[src/bmp_pkg.sv]
// Shared constants, states and lane control type for the bone matrix palette.
package bmp_pkg;

	localparam int DEF_MAX_BONES = 64;
	localparam int DEF_FRAC_BITS = 16;
	localparam int ELEM_W        = 32;
	localparam int ROW_W         = 4 * ELEM_W;

	typedef enum logic [5:0] {
		S_IDLE = 6'b000001,
		S_RD   = 6'b000010,
		S_MUL  = 6'b000100,
		S_ACC  = 6'b001000,
		S_FING = 6'b010000,
		S_FINO = 6'b100000
	} state_t;

	typedef struct packed {
		logic mul_en;
		logic acc_en;
		logic first;
	} lane_ctl_t;

endpackage

[src/bmp_lane.sv]
// One MAC lane: registered 32x32 product, 66-bit accumulator, floor shift and saturation.
module bmp_lane import bmp_pkg::*; #(
	parameter int FRAC_BITS = DEF_FRAC_BITS
) (
	input  logic                     clk,
	input  lane_ctl_t                ctl,
	input  logic signed [ELEM_W-1:0] a,
	input  logic signed [ELEM_W-1:0] b,
	output logic signed [ELEM_W-1:0] res
);

	logic signed [63:0] prod_q;
	logic signed [65:0] acc_q;
	logic signed [65:0] sh;

	always_ff @(posedge clk) begin
		if (ctl.mul_en) begin
			prod_q <= a * b;
		end
		if (ctl.acc_en) begin
			acc_q <= ctl.first ? 66'(prod_q) : acc_q + 66'(prod_q);
		end
	end

	// arithmetic shift is floor division by 2^FRAC_BITS
	assign sh = acc_q >>> FRAC_BITS;

	always_comb begin
		if (sh > 66'sd2147483647) begin
			res = 32'sh7fffffff;
		end else if (sh < -66'sd2147483648) begin
			res = 32'sh80000000;
		end else begin
			res = sh[31:0];
		end
	end

endmodule

[config.mk]
export PLATFORM = sky130hd
export DESIGN_NAME = bmp_lane
export DESIGN_NICKNAME = d
export VERILOG_FILES = /design/src/bmp_pkg.sv /design/src/bmp_lane.sv
export SDC_FILE = /design/constraint.sdc
export NUM_CORES = 2
export LEC_CHECK = 0
export BUFFER_PORTS_ARGS = -buffer_cell sky130_fd_sc_hd__buf_4
export CELL_PAD_IN_SITES_DETAIL_PLACEMENT = 0
export CELL_PAD_IN_SITES_GLOBAL_PLACEMENT = 1
export CORE_ASPECT_RATIO = 1.1
export CORE_MARGIN = 2
export CORE_UTILIZATION = 45
export DETAILED_ROUTE_END_ITERATION = 8
export GPL_TIMING_DRIVEN = 1
export PLACE_DENSITY = 0.71
export SETUP_SLACK_MARGIN = 0.3
export SYNTH_ARGS = -nofsm -noshare
export SYNTH_HDL_FRONTEND = slang
export SYNTH_SLANG_ARGS = --single-unit
[constraint.sdc]
create_clock -name clk -period 15.95 [get_ports clk]
set_clock_uncertainty 0.05 [all_clocks]
set_input_delay 1.595 -clock clk [delete_from_list [all_inputs] [get_ports clk]]
set_output_delay 1.595 -clock clk [all_outputs]
set_load 0.01 [all_outputs]
==> impl_metrics.tcl <==
set metrics [dict create \
    synth_edf_count 130 \
    vias_per_cell 5.23 \
    drt_first_pass_iters 5 \
    cp.arrival_ns 9.85 \
    finalCriticalPeriod_ns 9.72 \
    hold_start "prod_q[4]$_DFFE_PP_" \
    synth_area_sq_um 44600 \
    hold_buffers 0 \
    fin_crit_sh 0.609 \
    grt_pass1_wl_um 195000 \
    cts_resized 0 \
    worst_setup_path_start_kind "primary input" \
    area_growth_pct 4.59 \
    htreeDepth 4 \
    syn_nets 6136 \
    cp_slowest_stage_delay_ns 0.97 \
    syn_avg_cell_area_sq_um 9.42 \
    synthDistinctLibCells 78 \
    gp_congestion 0.868 \
    ys_top_cells_by_count "fa_1, inv_1, nand2_1" \
    cts_root_buf "clkbuf_16" \
    synth_top_area_frac 0.486 \
    crit_fanout 32 \
    die_height_um 334 \
    insertion_delay_ns 0.44 \
    grt-ovfl-total 0 \
    row_count 121 \
    slew_viol_final 0 \
    yosys.area.top_type "fa_1" \
    post_cts_buffers 0 \
    ys_seq_area_frac 0.0875 \
    crit_slowest_cell "fa_1" \
    ys_async_sr_fraction 0 \
    cts_tree "done" \
    wl_um 119000 \
    reg2reg_from "prod_q[0]$_DFFE_PP_" \
    endpoint_kind "flip-flop" \
    cp.required_ns 16.09 \
    clockBufferDepth 2 \
    synth_flop_cell "edfxtp_1" \
    coreArea_sq_um 98700 \
    worstMarginPinSlew_ns 0.985 \
    synth_cells 4736 \
    grt.total_usage 0.246 \
    path_common_cell "fa_1" \
    yosysWarnings 0 \
    hold_path.class "flip-flop to flip-flop" \
    cts_made_buffers 17 \
    cap_violations 0 \
    port_buffers 99 \
    yosys-top-cells-area "fa_1, edfxtp_1, inv_1" \
    synth.most_common_cell "fa_1" \
    fin_setup_tns_ns 0 \
    hpwl_um 95400 \
    grt_max_degree 84 \
    dieWidth_um 304 \
    pin_count 100 \
    num_vias 31000 \
    path_clk_slew_ns 0.06 \
    finalHoldViolCount 0 \
    rsz0062_at_grt "no" \
    antenna_found_initial 9 \
    cp-startpoint "b[5]" \
    start_util 0.452 \
    die_area_sq_um 102000 \
    status "finished clean" \
    drt_iter0_drc 1594 \
    ys_ff_latch 130 \
    grt_pass1_vias 34500 \
    max_slew_margin 0.339 \
    wl_per_cell_um 20.1 \
    setup_viol 0 \
    postRouteAntennaNets 0 \
    final_nets 6017 \
    cts.sinks 130 \
    nFillCells 9562 \
    drc 0 \
    max_freq_mhz 103 \
    critPathKind "primary input to flip-flop" \
    drive_gt1_frac 0.0367 \
]
## critical path, delay by kind of cell
kind	cells	cell delay, ns
adders and majority gates	9	4.80
AOI/OAI and AO/OA	10	1.78
buffers and inverters	6	1.33
and+or+nand+nor	1	0.23
xor gates and xnor gates	1	0.08
## cell families (layout without fill, tap and decap cells)
| kind of cell | after synthesis | in the layout | synth area share |
|---|---|---|---|
| and+or+nand+nor | 1466 | 1466 | 0.161 |
| adders and majority gates | 1332 | 1332 | 0.556 |
| buffers and inverters | 1221 | 1115 | 0.103 |
| AOI/OAI and AO/OA | 453 | 453 | 0.0664 |
| xor gates and xnor gates | 132 | 132 | 0.0259 |
| DFF | 130 | 130 | 0.0875 |
| muxes | 2 | 2 | 0.000505 |
| other | 0 | 2 | 0 |
## layout make-up
type / instances / area, sq um / area share
multi-input cells: 3385 / 36100 / 0.774
clock inverters: 14 / 131 / 0.00281
clock buffers: 18 / 429 / 0.00919
inverters: 980 / 3680 / 0.0788
flip-flops and latches: 130 / 3900 / 0.0836
diodes: 2 / 5.00 / 0.000107
well taps: 1291 / 1620 / 0.0346
repair buffers: 103 / 773 / 0.0166
## cells in the final DEF, fill, tap and decap left out, types with 5 or more instances in the layout
cell type / instances
a211o_1: 6
a221oi_1: 5
nor2b_1: 13
a211oi_1: 10
o21ai_1: 13
and2_1: 533
nor2_1: 92
nor3_1: 12
a31oi_1: 12
and3_1: 16
ha_1: 249
xnor2_1: 80
nand4_1: 26
clkbuf_16: 17
nand3_1: 24
or3_1: 6
o21a_1: 13
edfxtp_1: 130
xor2_1: 52
inv_1: 979
fa_1: 1083
a21oi_1: 122
a41oi_1: 5
nor4_1: 7
o21ai_0: 120
buf_4: 103
nand2b_1: 28
nand2_1: 693
o21bai_1: 21
a21o_1: 74
## through the flow
stage | hold slack, ns | worst slack [ns] | util | std cells | cell area, sq um
after detailed placement | 0.506 | 5.76 | 0.467 | 5889 | 46100
final | 0.517 | 6.23 | 0.473 | 5923 | 46700
after floorplan | 0.470 | 6.72 | - | 4736 | 44600
after CTS | 0.520 | 6.24 | 0.473 | 5921 | 46700
after global placement | 0.495 | 5.92 | 0.467 | 5889 | 46100
after global routing | 0.555 | 5.80 | 0.473 | 5922 | 46700
## layer usage
metal / routed length, um / global-route usage
met1: 53900 / 0.342
met2: 56400 / 0.413
met3: 6640 / 0.0358
met4: 1950 / 0.0455
met5: 16 / 0
## final timing paths
path                                             end  slack, ns  cells after the start
worst max-delay path            prod_q[61]$_DFFE_PP_       6.23                     27
worst min register to register    acc_q[4]$_DFFE_PP_       0.52                      1
worst max register to register   acc_q[64]$_DFFE_PP_      11.86                     14
worst min-delay path              acc_q[4]$_DFFE_PP_       0.52                      1
## registers in the layout, indices dropped and copies added, names as in the netlist
signal	cells
prod_q	64
acc_q	66
Power is left out: the tool's default activity adds up to more than one toggle a clock period on the data nets, which glitch-free logic cannot reach.
