## config.mk

```make
export PLATFORM = sky130hd
export DESIGN_NAME = bmp_ram
export DESIGN_NICKNAME = d
export VERILOG_FILES = /design/src/bmp_ram.sv
export SDC_FILE = /design/constraint.sdc
export NUM_CORES = 1
export LEC_CHECK = 0
export BUFFER_PORTS_ARGS = -buffer_cell sky130_fd_sc_hd__buf_2
export CAP_MARGIN = 20
export CORE_MARGIN = 8
export CORE_UTILIZATION = 47
export CTS_CLUSTER_DIAMETER = 50
export DETAILED_ROUTE_END_ITERATION = 10
export GPL_TIMING_DRIVEN = 0
export PLACE_DENSITY = 0.7
export SETUP_SLACK_MARGIN = 0.4
export SLEW_MARGIN = 5
export SYNTH_ARGS = -nofsm -noshare
export SYNTH_HDL_FRONTEND = slang
export SYNTH_SLANG_ARGS = --single-unit
export TNS_END_PERCENT = 1
```

## constraint.sdc

```tcl
create_clock -name clk -period 2.9 [get_ports clk]
set_input_delay 0 -clock clk [delete_from_list [all_inputs] [get_ports clk]]
set_output_delay 0 -clock clk [all_outputs]
set_load 0.02 [all_outputs]
```

## src/bmp_ram.sv

```systemverilog
// Generic simple dual-port RAM with registered read.
module bmp_ram #(
	parameter int W = 32,
	parameter int D = 4
) (
	input  logic                 clk,
	input  logic                 we,
	input  logic [$clog2(D)-1:0] waddr,
	input  logic [W-1:0]         wdata,
	input  logic [$clog2(D)-1:0] raddr,
	output logic [W-1:0]         rdata
);

	logic [W-1:0] mem [D];

	always_ff @(posedge clk) begin
		if (we) begin
			mem[waddr] <= wdata;
		end
		rdata <= mem[raddr];
	end

endmodule

```

==> qor.txt, run 1 <==
ROUTE
------------------------------------------------------------------------------
Detailed-route vias per instance                                         5.070
Initial detailed-routing violation count                                   150
Number of nets with antenna violations after detailed routing                0
Post-route DRC violation count                                               0
Wirelength, routed                                                     9271 um
Overall via count from detail_route                                       2464
Avg WL per Cell                                                       19.08 um
Length of the first detailed-routing pass in iterations                      4

TIMING
------------------------------------------------------------------------------
Rel. slew slack                                                         0.4717
Max Slew Vio Count                                                           0
Worst setup skew after layout                                      0.006054 ns
Part of the cycle the worst path needs                                  0.5284
Slew at the pin closest to its max-slew limit                        0.7917 ns
Setup WS post-layout                                                  1.368 ns
Final setup vio count                                                        0
Number of hold violations in the final report                                0
FMAX                                                                 652.6 MHz
Setup repair after global routing missed its margin                      false
Post-route minimum period                                             1.532 ns

FLOORPLANNING
------------------------------------------------------------------------------
Effective utilization at floorplan                                      0.4749
Number of primary I/O pins                                                  70
Total core area                                                    0.01122 mm2
Area enclosed by the die boundary                                  0.01500 mm2
Core Rows                                                                   39
Die height                                                            122.5 um
Horizontal die dimension                                              122.5 um

STATUS
------------------------------------------------------------------------------
Result of the run                                                 finished clean

POWER
------------------------------------------------------------------------------
Leak Pwr                                                              2.468 nW
Maximum resistive drop on vdd                                         340.1 uV
Part of the power in the clock network                                   0.414
Net switching component of the power                                  1.070 mW
Overall power after layout                                            5.113 mW
Int Power                                                             4.043 mW
Switching Fraction                                                      0.2093
Share of power burned in registers                                       0.518
Part of the total power dissipated in combinational logic                0.068
Power density over the cells                                      739.4 mW/mm2

GLOBAL ROUTE
------------------------------------------------------------------------------
Vias in the first global route                                            2753
Antenna violations before repair                                             0
Wire length of the first global-routing pass                          14490 um
Global-route usage over all layers                                      0.1333
Grt total ovfl                                                               0
Maximum number of pins on one net before global-route repair                19

SETUP PATH
------------------------------------------------------------------------------
Required time worst endpoint                                           3.20 ns
Crit-path max cell delay                                               0.57 ns
Nature of the critical path startpoint                                register
Max Fanout on Critical Path                                                  1
Chain of cells forming the critical path                          mux4_1 -> dlygate4sd3_1
Reg-to-reg setup timing slack                                          1.37 ns
Setup CP Type                                                     register to register
Crit end category                                                     register
CP max stage cell                                                 dlygate4sd3_1
Worst Path Arrival                                                     1.83 ns

CLOCK NETWORK
------------------------------------------------------------------------------
H-tree level count                                                           4
Post-CTS setup buffer count                                                  0
Clock Root Buffer                                                    clkbuf_16
Insertion delay of the later-clocked pin in the worst-skew pair        0.41 ns
CTS Buffer Depth                                                             2
Clk sink count                                                             160
Clock-pin slew on the worst setup and hold paths                       0.06 ns
CTS tree                                                                  done
CTS Buf Count                                                               17

YOSYS
------------------------------------------------------------------------------
Yosys warning count                                                          0
Cell area after technology mapping                                0.005330 mm2
Synthesized instance count                                                 203
Number of register bits inferred by synthesis                              160
Mapped Avg Cell Area                                                 26.26 um2
Synth unique cells                                                          10
Synthesized Nets                                                           241
Register area share after synthesis                                     0.8413

LAYOUT
------------------------------------------------------------------------------
Storage element area                                              0.004484 mm2
Post-layout net count                                                      368
Number of diodes added for antenna fixing                                    0
Area growth, synth to finish                                            29.74%
Ratio of cells with drive above 1 in the final layout                   0.4227
Core occupancy in the finished layout                                   0.6162
Area used by multi-input combinational logic                         774.5 um2
Fillers                                                                    771

PLACEMENT
------------------------------------------------------------------------------
Dpl ws                                                                1.521 ns
RD Place Congestion                                                     0.6206
Detail Placement HPWL                                                  5711 um
IO Port Bufs                                                                68

RUN
------------------------------------------------------------------------------
Max-cap violation count                                                      0

WORST HOLD PATH
------------------------------------------------------------------------------
Path class of the lowest-slack min-delay path                     input port to register

[kinds of logic (layout without fill, tap and decap cells)]
logic type | count (synthesis) | after routing | synth area share
flops | 160 | 160 | 0.8413
mux | 32 | 32 | 0.1366
simple gates | 4 | 4 | 0.005870
buf+inv | 7 | 147 | 0.01620
[stage by stage]
step | instance area (um2) | setup TNS (ns) | std cells | hold slack [ns]
finish | 6915 | 0 | 486 | 0.01975
global route | 6915 | 0 | 486 | 0.02033
CTS | 6915 | 0 | 486 | 0.005966
detailed placement | 5989 | 0 | 419 | 0.2190
global placement | 5854 | -0.1741 | 414 | 0.2127
floorplan | 5335 | 0 | 203 | 0.09887
[per-layer routing]
| layer | GRT usage | wire [um] | up-vias |
|---|---|---|---|
| li1 | - | - | 1115 |
| met1 | 0.1589 | 3994 | 1277 |
| met2 | 0.2166 | 4651 | 64 |
| met3 | 0.04692 | 522 | 8 |
| met4 | 0.05788 | 102 | 0 |
| met5 | 0 | 0 | - |
[flip-flops by register name (all words and copies together), names as in the netlist]
name and count:
rdata 32, mem 128
[Yosys cell counts]
| library cell | count | area (um2) |
|---|---|---|
| buf_2 | 3 | 15.01 |
| mux4_1 | 2 | 52.55 |
| dfxtp_1 | 32 | 640.6 |
| buf_12 | 3 | 60.06 |
| nor3b_1 | 1 | 7.510 |
| buf_6 | 1 | 11.26 |
| edfxtp_1 | 128 | 3844 |
| and3b_1 | 2 | 17.52 |
| mux4_2 | 30 | 675.7 |
| and3_1 | 1 | 6.260 |
[power by group through the flow]
stage | combinational [mW] | clock (mW) | sequential [mW]
after detailed placement | 0.315 | 0 | 2.70
after floorplan | 0.118 | 0 | 2.75
after CTS | 0.354 | 2.16 | 2.65
after global placement | 0.289 | 0 | 2.69
after global routing | 0.371 | 2.25 | 2.66
final | 0.346 | 2.12 | 2.65
[final timing paths]
| path | startpoint | to | cells past startpoint |
|---|---|---|---|
| worst max register to register | mem[1][31] | rdata[31] | 2 |
| worst max-delay path | mem[1][31] | rdata[31] | 2 |
| worst min-delay path | waddr[0] | mem[0][14] | 2 |
| worst min register to register | mem[0][16] | rdata[16] | 1 |
[worst max-delay path, delay by kind of cell (launching register included)]
family                 cells  cell delay [ns]
multiplexers               1             0.51
flip-flops                 1             0.35
buffers and inverters      1             0.57
[placed cells by master (no fill, tap or decap), drive strengths merged, types with 2 or more instances in the layout]
cell type    Yosys  final
dfxtp           32     32
buf              7     80
clkbuf           0     21
edfxtp         128    128
clkinv           0      3
inv              0      3
clkinvlp         0      4
and3b            2      2
mux4            32     32
dlygate4sd3      0     35
[layout make-up]
type                            instances  area share
Multi-Input combinational cell         36      0.1120
Tap cell                              143     0.02587
Timing Repair Buffer                  108      0.1180
Buffer                                  7     0.01248
Clock inverter                         11     0.01520
Sequential cell                       160      0.6485
Clock buffer                           21     0.06803
[timing repair]
action	CTS	global route
hold endpoints to repair	130	0
hold buffers	35	0
gates resized for setup	0	0
(Power assumes the default switching activity.)
==> run 2, diff against run 1 <==
- PLACE_DENSITY: 0.7 -> 0.67
- clock period: 2.9 -> 1.6 ns (I/O delays scaled with it)
==> qor.txt, run 2 (same netlist as run 1, synthesis figures left out) <==
ROUTE
------------------------------------------------------------------------------
Avg WL per Cell                                                       18.51 um   -3.0%
Post-route DRC violation count                                               0   unchanged
Length of the first detailed-routing pass in iterations                      5   +1
Number of nets with antenna violations after detailed routing                0   unchanged
Initial detailed-routing violation count                                   165   +10%
Wirelength, routed                                                     8978 um   -3.2%
Overall via count from detail_route                                       2409   -2.2%
Detailed-route vias per instance                                         4.967   -2.0%

SETUP PATH
------------------------------------------------------------------------------
Required time worst endpoint                                           1.88 ns   -1.32 ns
Reg-to-reg setup timing slack                                          0.61 ns   -0.76 ns
Top cell family by delay on the critical path                     buffers and inverters
Max Fanout on Critical Path                                                 10   +9
Nature of the critical path startpoint                              input port
Crit end category                                                     register
Worst path bufs/invs                                                         3   +2
Chain of cells forming the critical path                          dlygate4sd3_1 -> buf_6 -> buf_12 -> mux4_2
Worst Path Arrival                                                     1.39 ns   -0.44 ns
Setup CP Type                                                     input port to register
CP max stage cell                                                 dlygate4sd3_1
Crit-path max cell delay                                               0.55 ns   -0.02 ns

GLOBAL ROUTE
------------------------------------------------------------------------------
Global-route usage over all layers                                      0.1313   -0.002042
Grt total ovfl                                                               0   unchanged
Maximum number of pins on one net before global-route repair                30   +11
Wire length of the first global-routing pass                          14080 um   -2.8%
Antenna violations before repair                                             0   unchanged
Vias in the first global route                                            2682   -2.6%

LAYOUT
------------------------------------------------------------------------------
Number of diodes added for antenna fixing                                    0   unchanged
Cell area after layout                                            0.006873 mm2   -0.62%
Top reg by flops                                                           mem
Number of cells in the finished layout apart from fillers                  485   -0.21%
Leading cell types in the layout, fill and taps excluded          128 x edfxtp_1, 71 x buf_2, 34 x dlygate4sd3_1
Commonest non-fill, non-tap cell in the layout                        edfxtp_1
Ratio of cells with drive above 1 in the final layout                   0.4152   -0.007536
Core occupancy in the finished layout                                   0.6124   -0.003790
Area growth, synth to finish                                            28.94%
Top Registers                                                     mem: 128 flops, rdata: 32 flops
Max FFs per register                                                       128   unchanged
Post-layout net count                                                      367   -0.27%

WORST HOLD PATH
------------------------------------------------------------------------------
Path class of the lowest-slack min-delay path                     input port to register

CLOCK NETWORK
------------------------------------------------------------------------------
Number of gates resized after CTS                                            0   unchanged
Clock Root Buffer                                                    clkbuf_16
Post-CTS setup buffer count                                                  0   unchanged
Insertion delay of the later-clocked pin in the worst-skew pair        0.41 ns   about the same
CTS Buffer Depth                                                             2   unchanged
CTS tree                                                                  done
CTS Buf Count                                                               17   unchanged
Hold bufs inserted after CTS                                                34   -2.9%
Clk sink count                                                             160   unchanged
H-tree level count                                                           4   unchanged
Clock-pin slew on the worst setup and hold paths                       0.06 ns   about the same

PLACEMENT
------------------------------------------------------------------------------
RD Place Congestion                                                     0.6576   +6.0%
Placed Cells                                                               419   unchanged
IO Port Bufs                                                                68   unchanged
Cell area after placement                                         0.005962 mm2   -0.46%
Detail Placement HPWL                                                  5511 um   -3.5%
Dpl ws                                                               0.2375 ns   -1.283 ns

TIMING
------------------------------------------------------------------------------
FMAX                                                                 899.9 MHz
Slew at the pin closest to its max-slew limit                        0.6872 ns   -0.1044 ns
Number of hold violations in the final report                                0   unchanged
Setup repair after global routing missed its margin                      false
Worst setup skew after layout                                      0.005164 ns   -0.0008902 ns
Rel. slew slack                                                         0.5414   +0.06971
Final setup vio count                                                        0   unchanged
Max Slew Vio Count                                                           0   unchanged
Part of the cycle the worst path needs                                  0.6945
Setup WS post-layout                                                 0.4888 ns   -0.8788 ns
Post-route minimum period                                             1.111 ns

FLOORPLANNING
------------------------------------------------------------------------------
Number of primary I/O pins                                                  70   unchanged
Horizontal die dimension                                              122.5 um   unchanged
Total core area                                                    0.01122 mm2   unchanged
Area enclosed by the die boundary                                  0.01500 mm2   unchanged
Effective utilization at floorplan                                      0.4749   unchanged
Die height                                                            122.5 um   unchanged
Core Rows                                                                   39   unchanged

POWER
------------------------------------------------------------------------------
Power density over the cells                                       1345 mW/mm2   +82%
Maximum resistive drop on vdd                                         625.4 uV   +84%
Leak Pwr                                                              2.446 nW   -0.90%

RUN
------------------------------------------------------------------------------
Max-cap violation count                                                      0   unchanged

STATUS
------------------------------------------------------------------------------
Result of the run                                                 finished clean

-- run 2: cell types whose count changed in the layout (fill, tap and decap cells not counted) --
cell / before / now
buf_16: 4 / 1
clkbuf_8: 3 / 0
clkinv_1: 0 / 3
buf_12: 3 / 5
buf_8: 1 / 2
bufinv_16: 1 / 2
clkinv_2: 2 / 1
clkinv_4: 1 / 2
dlygate4sd3_1: 35 / 34
inv_6: 3 / 2
-- run 2: report_power, final --
group	switching (mW)	internal, mW	leakage (nW)
Combinational	0.315	0.298	0.735
Clock	1.54	2.29	0.265
Sequential	0.0541	4.74	1.45
Total	1.91	7.33	2.45
-- run 2: final timing paths --
kind / cells after the start / to / startpoint
max: 4 / rdata[27] / raddr[0]
min reg2reg: 1 / rdata[31] / mem[2][31]
max reg2reg: 1 / rdata[12] / mem[2][12]
min: 2 / mem[0][7] / waddr[0]
-- run 2: area by class of cell --
class,count,area (um2)
clock buffer,18,429.2
multi-input combinational,36,774.5
timing repair buffer,107,778.2
buffer,7,86.33
fill,808,4350
sequential,160,4484
tap,143,178.9
clock inverter,14,141.4
-- run 2: metal layers --
metal,share of wire,GRT usage,wire length (um),up-vias
met5,0,0,0,-
met4,0.018,0.06474,159,0
met3,0.059,0.04738,534,13
met2,0.51,0.2156,4540,64
met1,0.42,0.1506,3743,1229
li1,-,-,-,1103
-- run 2: metrics by stage --
step	total power [mW]	TNS [ns]	hold slack [ns]
floorplan	5.197	0	0.09887
detailed placement	5.452	0	0.2202
CTS	9.355	0	-0.007828
finish	9.246	0	0.005003
global route	9.569	0	-0.001734
global placement	5.411	-53.20	0.2122
